--- config.mk ---
export PLATFORM = sky130hd
export DESIGN_NAME = multi_timer_queue_unit
export DESIGN_NICKNAME = d
export VERILOG_FILES = /design/src/sv/mtq_pkg.sv /design/src/sv/multi_timer_queue_unit.sv /design/src/sv/mtq_ram.sv
export SDC_FILE = /design/constraint.sdc
export NUM_CORES = 2
export LEC_CHECK = 0
export ABC_CLOCK_PERIOD_IN_PS = 27400
export BUFFER_PORTS_ARGS = -buffer_cell sky130_fd_sc_hd__buf_2
export CORE_ASPECT_RATIO = 0.5
export CORE_MARGIN = 2
export CORE_UTILIZATION = 47
export CTS_CLUSTER_DIAMETER = 50
export CTS_CLUSTER_SIZE = 24
export DETAILED_ROUTE_END_ITERATION = 16
export HOLD_SLACK_MARGIN = 0.12
export SLEW_MARGIN = 40
export SYNTH_ARGS = -nofsm -noshare
export SYNTH_HDL_FRONTEND = slang
export SYNTH_SLANG_ARGS = --single-unit
export TNS_END_PERCENT = 1
--- constraint.sdc ---
create_clock -name clk -period 27.4 [get_ports clk]
set_input_delay 5.48 -clock clk [delete_from_list [all_inputs] [get_ports clk]]
set_output_delay 5.48 -clock clk [all_outputs]
set_load 0.02 [all_outputs]
--- src/sv/mtq_pkg.sv ---
// ----------------------------------------------------------------------------
// mtq_pkg: shared types and constants of the multi timer queue
// operation, reply and status codes, input and output item types
// ----------------------------------------------------------------------------
package mtq_pkg;

    localparam int NUM_TIMERS_DEF = 16;
    localparam int TIME_BITS_DEF  = 32;
    localparam int MAX_RESULTS    = 16;
    localparam int ID_BITS        = 32;

    localparam logic [1:0] OP_START = 2'd0;
    localparam logic [1:0] OP_STOP  = 2'd1;
    localparam logic [1:0] OP_TICK  = 2'd2;
    localparam logic [1:0] OP_QUERY = 2'd3;

    localparam logic [1:0] RK_START = 2'd0;
    localparam logic [1:0] RK_STOP  = 2'd1;
    localparam logic [1:0] RK_FIRED = 2'd2;
    localparam logic [1:0] RK_QUERY = 2'd3;

    localparam logic [1:0] ST_OK       = 2'd0;
    localparam logic [1:0] ST_NOTFOUND = 2'd1;
    localparam logic [1:0] ST_FULL     = 2'd2;

    typedef struct packed {
        logic [1:0]  opcode;
        logic [31:0] delay_ticks;
        logic [31:0] period_ticks;
        logic [31:0] target_id;
    } mtq_in_t;

    typedef struct packed {
        logic [1:0]  reply_kind;
        logic [31:0] reply_id;
        logic [1:0]  status;
        logic        last_of_run;
    } mtq_out_t;

endpackage

--- src/sv/multi_timer_queue_unit.sv ---
// ----------------------------------------------------------------------------
// multi_timer_queue_unit: table of software timers against a tick counter
// one shared compare unit walks the slot table under a small sequencer
// ----------------------------------------------------------------------------
// start replies straight from the idle state; stop and query reply after one full
// scan of the slot table and free the input once the reply is taken
// tick: a find-expired scan per fired timer, plus one final scan; a fired timer
// waits in the write-back state for the output to drain; a quiet tick runs one scan
// one item at a time; in_ready is low while an item is in work or a reply waits
// reset: rst_n clears tick count, id counter and all slot valid bits at once
module multi_timer_queue_unit #(
    parameter int NUM_TIMERS = mtq_pkg::NUM_TIMERS_DEF,
    parameter int TIME_BITS  = mtq_pkg::TIME_BITS_DEF
) (
    input  logic             clk,
    input  logic             rst_n,
    input  logic             in_valid,
    output logic             in_ready,
    input  mtq_pkg::mtq_in_t in_data,
    output logic             out_valid,
    input  logic             out_ready,
    output mtq_pkg::mtq_out_t out_data
);
    import mtq_pkg::*;

    localparam int SB = (NUM_TIMERS > 1) ? $clog2(NUM_TIMERS) : 1;
    localparam int CB = $clog2(NUM_TIMERS + 1);
    localparam int RW = ID_BITS + 2 * TIME_BITS;
    localparam int NB = $clog2(MAX_RESULTS + 1);

    localparam logic [2:0] S_IDLE = 3'd0;
    localparam logic [2:0] S_RD   = 3'd1;
    localparam logic [2:0] S_CMP  = 3'd2;
    localparam logic [2:0] S_DONE = 3'd3;
    localparam logic [2:0] S_WB   = 3'd4;
    localparam logic [2:0] S_OUT  = 3'd5;

    logic [2:0]           state_reg, state_next;
    mtq_in_t              item_reg;
    logic [TIME_BITS-1:0] now_reg;
    logic [ID_BITS-1:0]   nid_reg;
    logic [NUM_TIMERS-1:0] valid_reg;
    logic [NUM_TIMERS-1:0] done_reg;   // fired in this tick
    logic [CB-1:0]        idx_reg;
    logic                 found_reg;
    logic [SB-1:0]        best_reg;
    logic [ID_BITS-1:0]   bid_reg;
    logic [TIME_BITS-1:0] bdl_reg;
    logic [TIME_BITS-1:0] bper_reg;
    logic [NB-1:0]        nfire_reg;
    logic                 pend_reg;     // fired item waiting for a later scan
    mtq_out_t             pout_reg;
    mtq_out_t             out_reg;
    logic                 ov_reg;

    // slot record ram
    logic                 ram_we;
    logic [SB-1:0]        ram_addr;
    logic [RW-1:0]        ram_wdata, ram_rdata;
    logic [ID_BITS-1:0]   r_id;
    logic [TIME_BITS-1:0] r_dl, r_per;

    mtq_ram #(.WIDTH(RW), .DEPTH(NUM_TIMERS)) u_ram (
        .clk  (clk),
        .we   (ram_we),
        .addr (ram_addr),
        .wdata(ram_wdata),
        .rdata(ram_rdata)
    );

    assign {r_id, r_dl, r_per} = ram_rdata;
    assign in_ready  = (state_reg == S_IDLE) && !ov_reg;
    assign out_valid = ov_reg;
    assign out_data  = out_reg;

    logic [SB-1:0]        cur;
    logic [TIME_BITS-1:0] d_exp, d_ord;
    logic                 cand, better;
    logic [SB-1:0]        free_slot;
    logic                 any_free;

    assign cur = idx_reg[SB-1:0];

    // lowest free slot
    always_comb
    begin
        free_slot = '0;
        any_free  = 1'b0;
        for (int i = NUM_TIMERS - 1; i >= 0; i--)
        begin
            if (!valid_reg[i])
            begin
                free_slot = SB'(i);
                any_free  = 1'b1;
            end
        end
    end

    // shared compare unit
    always_comb
    begin
        d_exp = now_reg - r_dl;
        d_ord = r_dl - bdl_reg;
        cand = 1'b0;
        better = 1'b0;
        case (item_reg.opcode)
            OP_TICK:
            begin
                cand = valid_reg[cur] && !done_reg[cur] && !d_exp[TIME_BITS-1];
                if (d_ord != '0)
                begin
                    better = d_ord[TIME_BITS-1];
                end
                else
                begin
                    better = r_id < bid_reg;
                end
                better = cand && (!found_reg || better);
            end
            default:
            begin
                cand = valid_reg[cur] && (r_id == item_reg.target_id);
                better = cand && !found_reg;
            end
        endcase
    end

    // ram port control
    always_comb
    begin
        ram_we    = 1'b0;
        ram_addr  = cur;
        ram_wdata = {bid_reg, bdl_reg + bper_reg, bper_reg};
        if (state_reg == S_IDLE && in_valid && in_ready && in_data.opcode == OP_START)
        begin
            ram_we    = any_free;
            ram_addr  = free_slot;
            ram_wdata = {nid_reg, TIME_BITS'(now_reg + TIME_BITS'(in_data.delay_ticks)),
                         TIME_BITS'(in_data.period_ticks)};
        end
        else if (state_reg == S_WB)
        begin
            ram_we   = 1'b1;
            ram_addr = best_reg;
        end
    end

    // sequencer
    always_ff @(posedge clk or negedge rst_n)
    begin
        if (!rst_n)
        begin
            state_reg <= S_IDLE;
            now_reg   <= '0;
            nid_reg   <= '0;
            valid_reg <= '0;
            done_reg  <= '0;
            idx_reg   <= '0;
            found_reg <= 1'b0;
            nfire_reg <= '0;
            pend_reg  <= 1'b0;
            ov_reg    <= 1'b0;
        end
        else
        begin
            if (ov_reg && out_ready)
            begin
                ov_reg <= 1'b0;
            end
            case (state_reg)
                S_IDLE:
                begin
                    if (in_valid && in_ready)
                    begin
                        item_reg  <= in_data;
                        idx_reg   <= '0;
                        found_reg <= 1'b0;
                        done_reg  <= '0;
                        nfire_reg <= '0;
                        pend_reg  <= 1'b0;
                        if (in_data.opcode == OP_START)
                        begin
                            out_reg.reply_kind  <= RK_START;
                            out_reg.last_of_run <= 1'b1;
                            ov_reg <= 1'b1;
                            if (any_free)
                            begin
                                valid_reg[free_slot] <= 1'b1;
                                nid_reg <= nid_reg + 1'b1;
                                out_reg.reply_id <= nid_reg;
                                out_reg.status   <= ST_OK;
                            end
                            else
                            begin
                                out_reg.reply_id <= '0;
                                out_reg.status   <= ST_FULL;
                            end
                        end
                        else
                        begin
                            if (in_data.opcode == OP_TICK)
                            begin
                                now_reg <= now_reg + 1'b1;
                            end
                            state_reg <= S_RD;
                        end
                    end
                end
                S_RD:
                begin
                    state_reg <= S_CMP;
                end
                S_CMP:
                begin
                    if (better)
                    begin
                        found_reg <= 1'b1;
                        best_reg  <= cur;
                        bid_reg   <= r_id;
                        bdl_reg   <= r_dl;
                        bper_reg  <= r_per;
                    end
                    if (idx_reg == CB'(NUM_TIMERS - 1))
                    begin
                        state_reg <= S_DONE;
                    end
                    else
                    begin
                        idx_reg   <= idx_reg + 1'b1;
                        state_reg <= S_RD;
                    end
                end
                S_DONE:
                begin
                    if (item_reg.opcode == OP_TICK)
                    begin
                        if (found_reg && nfire_reg != NB'(MAX_RESULTS))
                        begin
                            // emit the previous fire, hold this one
                            if (pend_reg)
                            begin
                                out_reg <= pout_reg;
                                ov_reg  <= 1'b1;
                            end
                            pend_reg <= 1'b1;
                            pout_reg <= '{RK_FIRED, bid_reg, ST_OK, 1'b0};
                            nfire_reg <= nfire_reg + 1'b1;
                            done_reg[best_reg] <= 1'b1;
                            if (bper_reg == '0)
                            begin
                                valid_reg[best_reg] <= 1'b0;
                            end
                            state_reg <= S_WB;
                        end
                        else
                        begin
                            if (pend_reg)
                            begin
                                out_reg <= '{RK_FIRED, pout_reg.reply_id, ST_OK, 1'b1};
                                ov_reg  <= 1'b1;
                            end
                            state_reg <= S_OUT;
                        end
                    end
                    else
                    begin
                        out_reg.reply_kind  <= (item_reg.opcode == OP_STOP) ? RK_STOP : RK_QUERY;
                        out_reg.reply_id    <= item_reg.target_id;
                        out_reg.status      <= found_reg ? ST_OK : ST_NOTFOUND;
                        out_reg.last_of_run <= 1'b1;
                        ov_reg <= 1'b1;
                        if (found_reg && item_reg.opcode == OP_STOP)
                        begin
                            valid_reg[best_reg] <= 1'b0;
                        end
                        state_reg <= S_OUT;
                    end
                end
                S_WB:
                begin
                    // wait for the fired item to drain before the next scan
                    if (!ov_reg || out_ready)
                    begin
                        idx_reg   <= '0;
                        found_reg <= 1'b0;
                        state_reg <= S_RD;
                    end
                end
                S_OUT:
                begin
                    state_reg <= S_IDLE;
                end
                default:
                begin
                    state_reg <= S_IDLE;
                end
            endcase
        end
    end

endmodule

--- src/sv/mtq_ram.sv ---
// ----------------------------------------------------------------------------
// mtq_ram: generic single-port ram
// one access per cycle, a write also reads the old word, registered read data
// ----------------------------------------------------------------------------
module mtq_ram #(
    parameter int WIDTH = 32,
    parameter int DEPTH = 16
) (
    input  logic                     clk,
    input  logic                     we,
    input  logic [$clog2(DEPTH)-1:0] addr,
    input  logic [WIDTH-1:0]         wdata,
    output logic [WIDTH-1:0]         rdata
);

    logic [WIDTH-1:0] mem [DEPTH];

    // write and registered read
    always_ff @(posedge clk)
    begin
        if (we)
        begin
            mem[addr] <= wdata;
        end
        rdata <= mem[addr];
    end

endmodule

# After elaboration in Yosys (flattened, before gate mapping)
# Memory sizes are Yosys's and may differ from the RTL's. A register that Yosys moved wholly into a read port is not among the register bits.
# Cells that the tools add are included.
dict set report totals {
  mem_count 1
  mem_bits_rw 1536
  inputBits 102
  regBits 315
}
# name depth width read_ports rd_ports_with_merged_regs wr line_no
set memory_table {}
lappend memory_table {u_ram.mem 16 96 1 1 1 mtq_ram.sv:16} ;# logic [WIDTH-1:0] mem [DEPTH];
dict set report op_classes {
  n_lt_le_gt_ge 6
  n_mux 99
  n_addsub 8
  n_eq_ne 23
  reduce_logical 38
  bitwise_logic 5
}
# op count
set op_table {}
lappend op_table {{two-way mux 37 bit} 6}
lappend op_table {{two-way mux 16 bit} 10}
lappend op_table {{two-way mux 96 bit} 1}
lappend op_table {{case mux 37 bit (2 select lines)} 1}
lappend op_table {{two-way mux 4 bit} 18}
lappend op_table {{adder 32 x 1 -> 32 bit (second input constant)} 2}
lappend op_table {{adder 32 bit} 2}
lappend op_table {{case mux 16 bit (2 select lines)} 2}
lappend op_table {{subtractor 32 bit} 2}
lappend op_table {{two-way mux 1 bit} 39}
lappend op_table {{two-way mux 34 bit} 1}
lappend op_table {{== test 32 bit} 1}
lappend op_table {{zero test 32 bit} 1}
lappend op_table {{less-than comparator 32 bit} 1}
lappend op_table {{bitwise OR 16 bit} 2}
lappend op_table {{nonzero test 32 bit} 1}
lappend op_table {{two-way mux 5 bit} 5}
lappend op_table {{AND reduction 4 bit} 6}
lappend op_table {{AND 16 bit} 1}
lappend op_table {{inverter 16 bit} 1}
lappend op_table {{logical AND 1 bit} 15}
lappend op_table {{less-than comparator 4 x 5 -> 1 bit (second input constant)} 3}
lappend op_table {{case mux 3 bit (5 select lines)} 1}
lappend op_table {{case mux 5 bit (3 select lines)} 1}
lappend op_table {{other kinds (29)} 56}

# Longest topological paths before layout
dict set report logic_depth {
  depth_word 25
  depth_mapped 15
  depth_no_buf 13
}

# Modules after synthesis
# From an unflattened synthesis, not the netlist that was laid out.
dict set report unflattened {
  cells_unflattened 4484
  area_unflattened_um2 79278.5
}
# mod seq_area_each_um2 area_each_um2 instances cells_each
set modules_own_cells {}
lappend modules_own_cells {mtq_ram 48046.1 59329.4 1 2462}
lappend modules_own_cells {multi_timer_queue_unit 8898.5 19949.1 1 2022}

# Worst setup path after synthesis
# Ideal clock, no wire load.
dict set report synth_timing {
  path_type {input to register}
  startpoint {input in_valid}
  endpoint {memory u_ram.mem[5][0] (netlist name), enable pin}
  path_buffers 3
  setup_slack_ps 12929
  setup_time_ps 668
  cell_stages 10
  arrival_time_ps 13803
  path_cell_list {nor2b_1 and2_1 nand2_2 buf_2 nand2_1 a21boi_2 buf_2 buf_1 nand2_1 nor3_1}
}
dict set report synth_via {
  elab_chain_len 6
  elab_cells_between_ends 7
}
# element line_no
set synth_rtl {}
lappend synth_rtl {{from (decl)} multi_timer_queue_unit.sv:17} ;# input logic in_valid,
lappend synth_rtl {{logical AND 1 bit * (3 in series)} multi_timer_queue_unit.sv:134} ;# if (state_reg == S_IDLE && in_valid && in_ready && in_data.opcode == OP_START)
lappend synth_rtl {{two-way mux 1 bit} multi_timer_queue_unit.sv:134}
lappend synth_rtl {{two-way mux 1 bit} mtq_ram.sv:21} ;# if (we)
lappend synth_rtl {{two-way mux 1 bit (implied by the code)} mtq_ram.sv:23} ;# mem[addr] <= wdata;
lappend synth_rtl {{to (decl)} mtq_ram.sv:16}
# Mark *: on every way between the ends. The rest lies on a longest branch, timed or not.

# Worst setup path after layout
dict set report layout_timing {
  startpoint {input in_valid}
  endpoint {memory u_ram.mem[12][23] (netlist name), enable pin}
}
# Same word-level chain as after synthesis.

==> impl_metrics.env <==
export IMPL_globalplace_congestion=0.903
export IMPL_setup_tns_ns=0
export IMPL_outcome="finished, final reports clean"
export IMPL_maxCapViolCount=0
export IMPL_detail_route_iter0_violations=5931
export IMPL_cts_buffers=120
export IMPL_netlist_area_mm2=0.0807
export IMPL_synthesis_nets=6293
export IMPL_fp_row_count=107
export IMPL_min_period_over_period_pct=36.6
export IMPL_grt_overflow_total=0
export IMPL_startpoint_type="primary input"
export IMPL_io_pins=141
export IMPL_synth_warning_count=0
export IMPL_viasPerCell=6.06
export IMPL_ff_latch_area_mm2=0.0569
export IMPL_wirelength_um=233000
export IMPL_synth_seq_area_share_pct=70.5
export IMPL_dp_hpwl_um=139000
export IMPL_htree_num_levels=3
export IMPL_grt_usage_pct=26.1
export IMPL_drc=0
export IMPL_setup_viol=0
export IMPL_crit_arrival_ns=10.45
export IMPL_fmax_ghz=0.0996
export IMPL_die_x_um=590
export IMPL_cts_hold_buf=0
export IMPL_largest_reg_flops=1536
export IMPL_clock_sinks=1947
export IMPL_finalMaxSlewViolations=0
export IMPL_fin_nets=6394
export IMPL_synth_top_area_share_pct=64.7
export IMPL_diodes=0
export IMPL_cts_tree="built"
export IMPL_final_util_pct=52.2
export IMPL_critPathCaptureType="flip-flop"
export IMPL_grt_max_degree=164
export IMPL_syn_area_per_cell_um2=13.4
export IMPL_synth_distinct_cells=84
export IMPL_die_area_mm2=0.175
export IMPL_required_ns=27.81
export IMPL_die_h_um=297
export IMPL_drtAntennaViolNets=0
export IMPL_power_density_mw_per_mm2=86.1
export IMPL_hold_class="reg -> reg"
export IMPL_clk_pin_slew_ns=0.09
export IMPL_wl_per_cell_um=27.3
export IMPL_skew_ns=0.0400
export IMPL_cts_root_buf="clkbuf_16"
export IMPL_grt_pass1_wl_um=339000
export IMPL_post_cts_resize_count=0
export IMPL_final_fill_count=14228
export IMPL_syn_to_final_growth_pct=10.1
export IMPL_synth_largest_area_cell="edfxtp_1"
export IMPL_cts_buffer_depth=3
export IMPL_grt_pass1_vias=49389
export IMPL_total_power_mw=7.65
export IMPL_core_mm2=0.170
export IMPL_synth_cells=6029
export IMPL_vdd_drop_max_mv=0.0675
export IMPL_r2r_slack_ns=21.59
export IMPL_numPortBuffers=140
export IMPL_synthTopCellsByArea="edfxtp_1, nand2_1, a21oi_1, dfrtp_1, ha_1"
export IMPL_critical_path_class="in -> reg"
export IMPL_finalHoldViolCount=0
export IMPL_ys_flop_type="edfxtp_1"
export IMPL_worstMarginPinSlew_ns=0.903
export IMPL_async_reset_ff_share_pct=5.75
export IMPL_antenna_found_initial=8
export IMPL_start_util_pct=47.4
export IMPL_vias=51654
export IMPL_top_register="u_ram.mem"
export IMPL_crit_fanout=56
export IMPL_multi_input_area_mm2=0.0222
export IMPL_hold_slack_ns=0.411
export IMPL_post_cts_buffers=0
export IMPL_min_period_ns=10.04
export IMPL_ys_ff_latch=1947
export IMPL_dr_pass1_iters=6
export IMPL_power_leakage_nw=31.1
export IMPL_rsz0062_at_grt="false"
export IMPL_relSlewSlack_pct=39.8
export IMPL_drive_gt1_share_pct=9.54
export IMPL_synth_edff_count=1739
export IMPL_clkLatencyLatePin_ns=0.80
## through the flow
| stage | instances | cell area, um^2 | setup WS (ns) |
|---|---|---|---|
| final | 8527 | 88900 | 17.36 |
| after detailed placement | 8290 | 84500 | 16.03 |
| after global placement | 8286 | 84300 | 15.98 |
| after floorplan | 6029 | 80700 | 12.93 |
| after global routing | 8527 | 88900 | 17.02 |
| after CTS | 8520 | 88700 | 16.87 |
## placed cells by master, fill, tap and decap left out, drive strengths merged, types with 13 or more instances in the layout
cell type,instances
nor2,147
buf,294
nor3,52
o21ai,149
o22ai,38
nand2,1078
mux2i,139
a21oi,687
a31oi,22
and3,126
nand4,57
nor4,19
a21o,37
xnor2,116
dfrtp,112
o31ai,13
o22a,97
nor2b,17
a311oi,96
dfxtp,96
clkinv,39
ha,160
nand3,144
xor2,47
a211oi,14
edfxtp,1739
o21a,17
clkbuf,135
nand2b,16
o2bb2ai,96
inv,182
a22o,96
## layer usage
layer  up-vias  share of wire [%]  track usage, %
li1      22841                  -               -
met1     26268                 44            39.0
met2      2249                 46            40.5
met3       294                8.1            3.64
met4         2                2.6            6.49
met5         -             0.0052               0
## synth_stat cells (47+ instances only)
| library cell | number |
|---|---|
| a21oi_1 | 687 |
| a22o_1 | 96 |
| a311oi_1 | 96 |
| and3_1 | 126 |
| buf_2 | 73 |
| clkbuf_1 | 199 |
| dfrtp_1 | 112 |
| dfxtp_1 | 96 |
| edfxtp_1 | 1739 |
| ha_1 | 160 |
| inv_1 | 139 |
| mux2i_1 | 139 |
| nand2_1 | 1075 |
| nand3_1 | 144 |
| nand4_1 | 57 |
| nor2_1 | 143 |
| nor3_1 | 50 |
| o21ai_0 | 145 |
| o22a_1 | 97 |
| o2bb2ai_1 | 96 |
| xnor2_1 | 116 |
| xor2_1 | 47 |
## logic make-up (layout without fill, tap and decap cells)
logic type | Yosys count | after routing | share of synthesized area (%)
DFF | 1947 | 1947 | 70.5
AOI/OAI and AO/OA | 1443 | 1443 | 11.5
and+or+nand+nor | 1705 | 1705 | 9.22
muxes | 154 | 154 | 2.09
xor gates and xnor gates | 163 | 163 | 1.77
buffers and inverters | 455 | 664 | 2.36
adders and majority gates | 162 | 162 | 2.53
## worst paths after layout
check,end,startpoint,depth (start not counted)
setup / recovery,u_ram.mem[12][23],in_valid,13
hold / removal,bper_reg[20],u_ram.rdata[20],0
setup reg to reg,u_ram.mem[12][23],state_reg[0],12
hold reg to reg,bper_reg[20],u_ram.rdata[20],0
max in group asynchronous,now_reg[7],rst_n,3
min in group asynchronous,state_reg[2],rst_n,1
## worst max-delay path, cell delays in order
cell	delay, ns
buf_2	0.08
nor2b_1	0.22
nand2_1	0.20
nor3_4	0.15
buf_4	0.49
buf_4	0.61
nand3_1	0.34
nand2b_4	0.43
o21ai_0	0.16
buf_4	0.21
nor2_4	0.52
buf_4	0.77
buf_4	0.68
## report_power, final
part           switching [mW]  total (mW)  internal (mW)
combinational            1.35        1.98          0.626
sequential              0.190        3.66           3.47
clock                    1.09        2.01          0.911
## final cells by class
type                    count  area share (%)
flip-flops and latches   1947            64.0
clock buffers             135            3.53
well taps                2289            3.22
multi-input cells        3627            24.9
repair buffers            294            2.51
clock inverters            95            1.15
inverters                 140           0.591
Power figures use the tool's default switching activity.
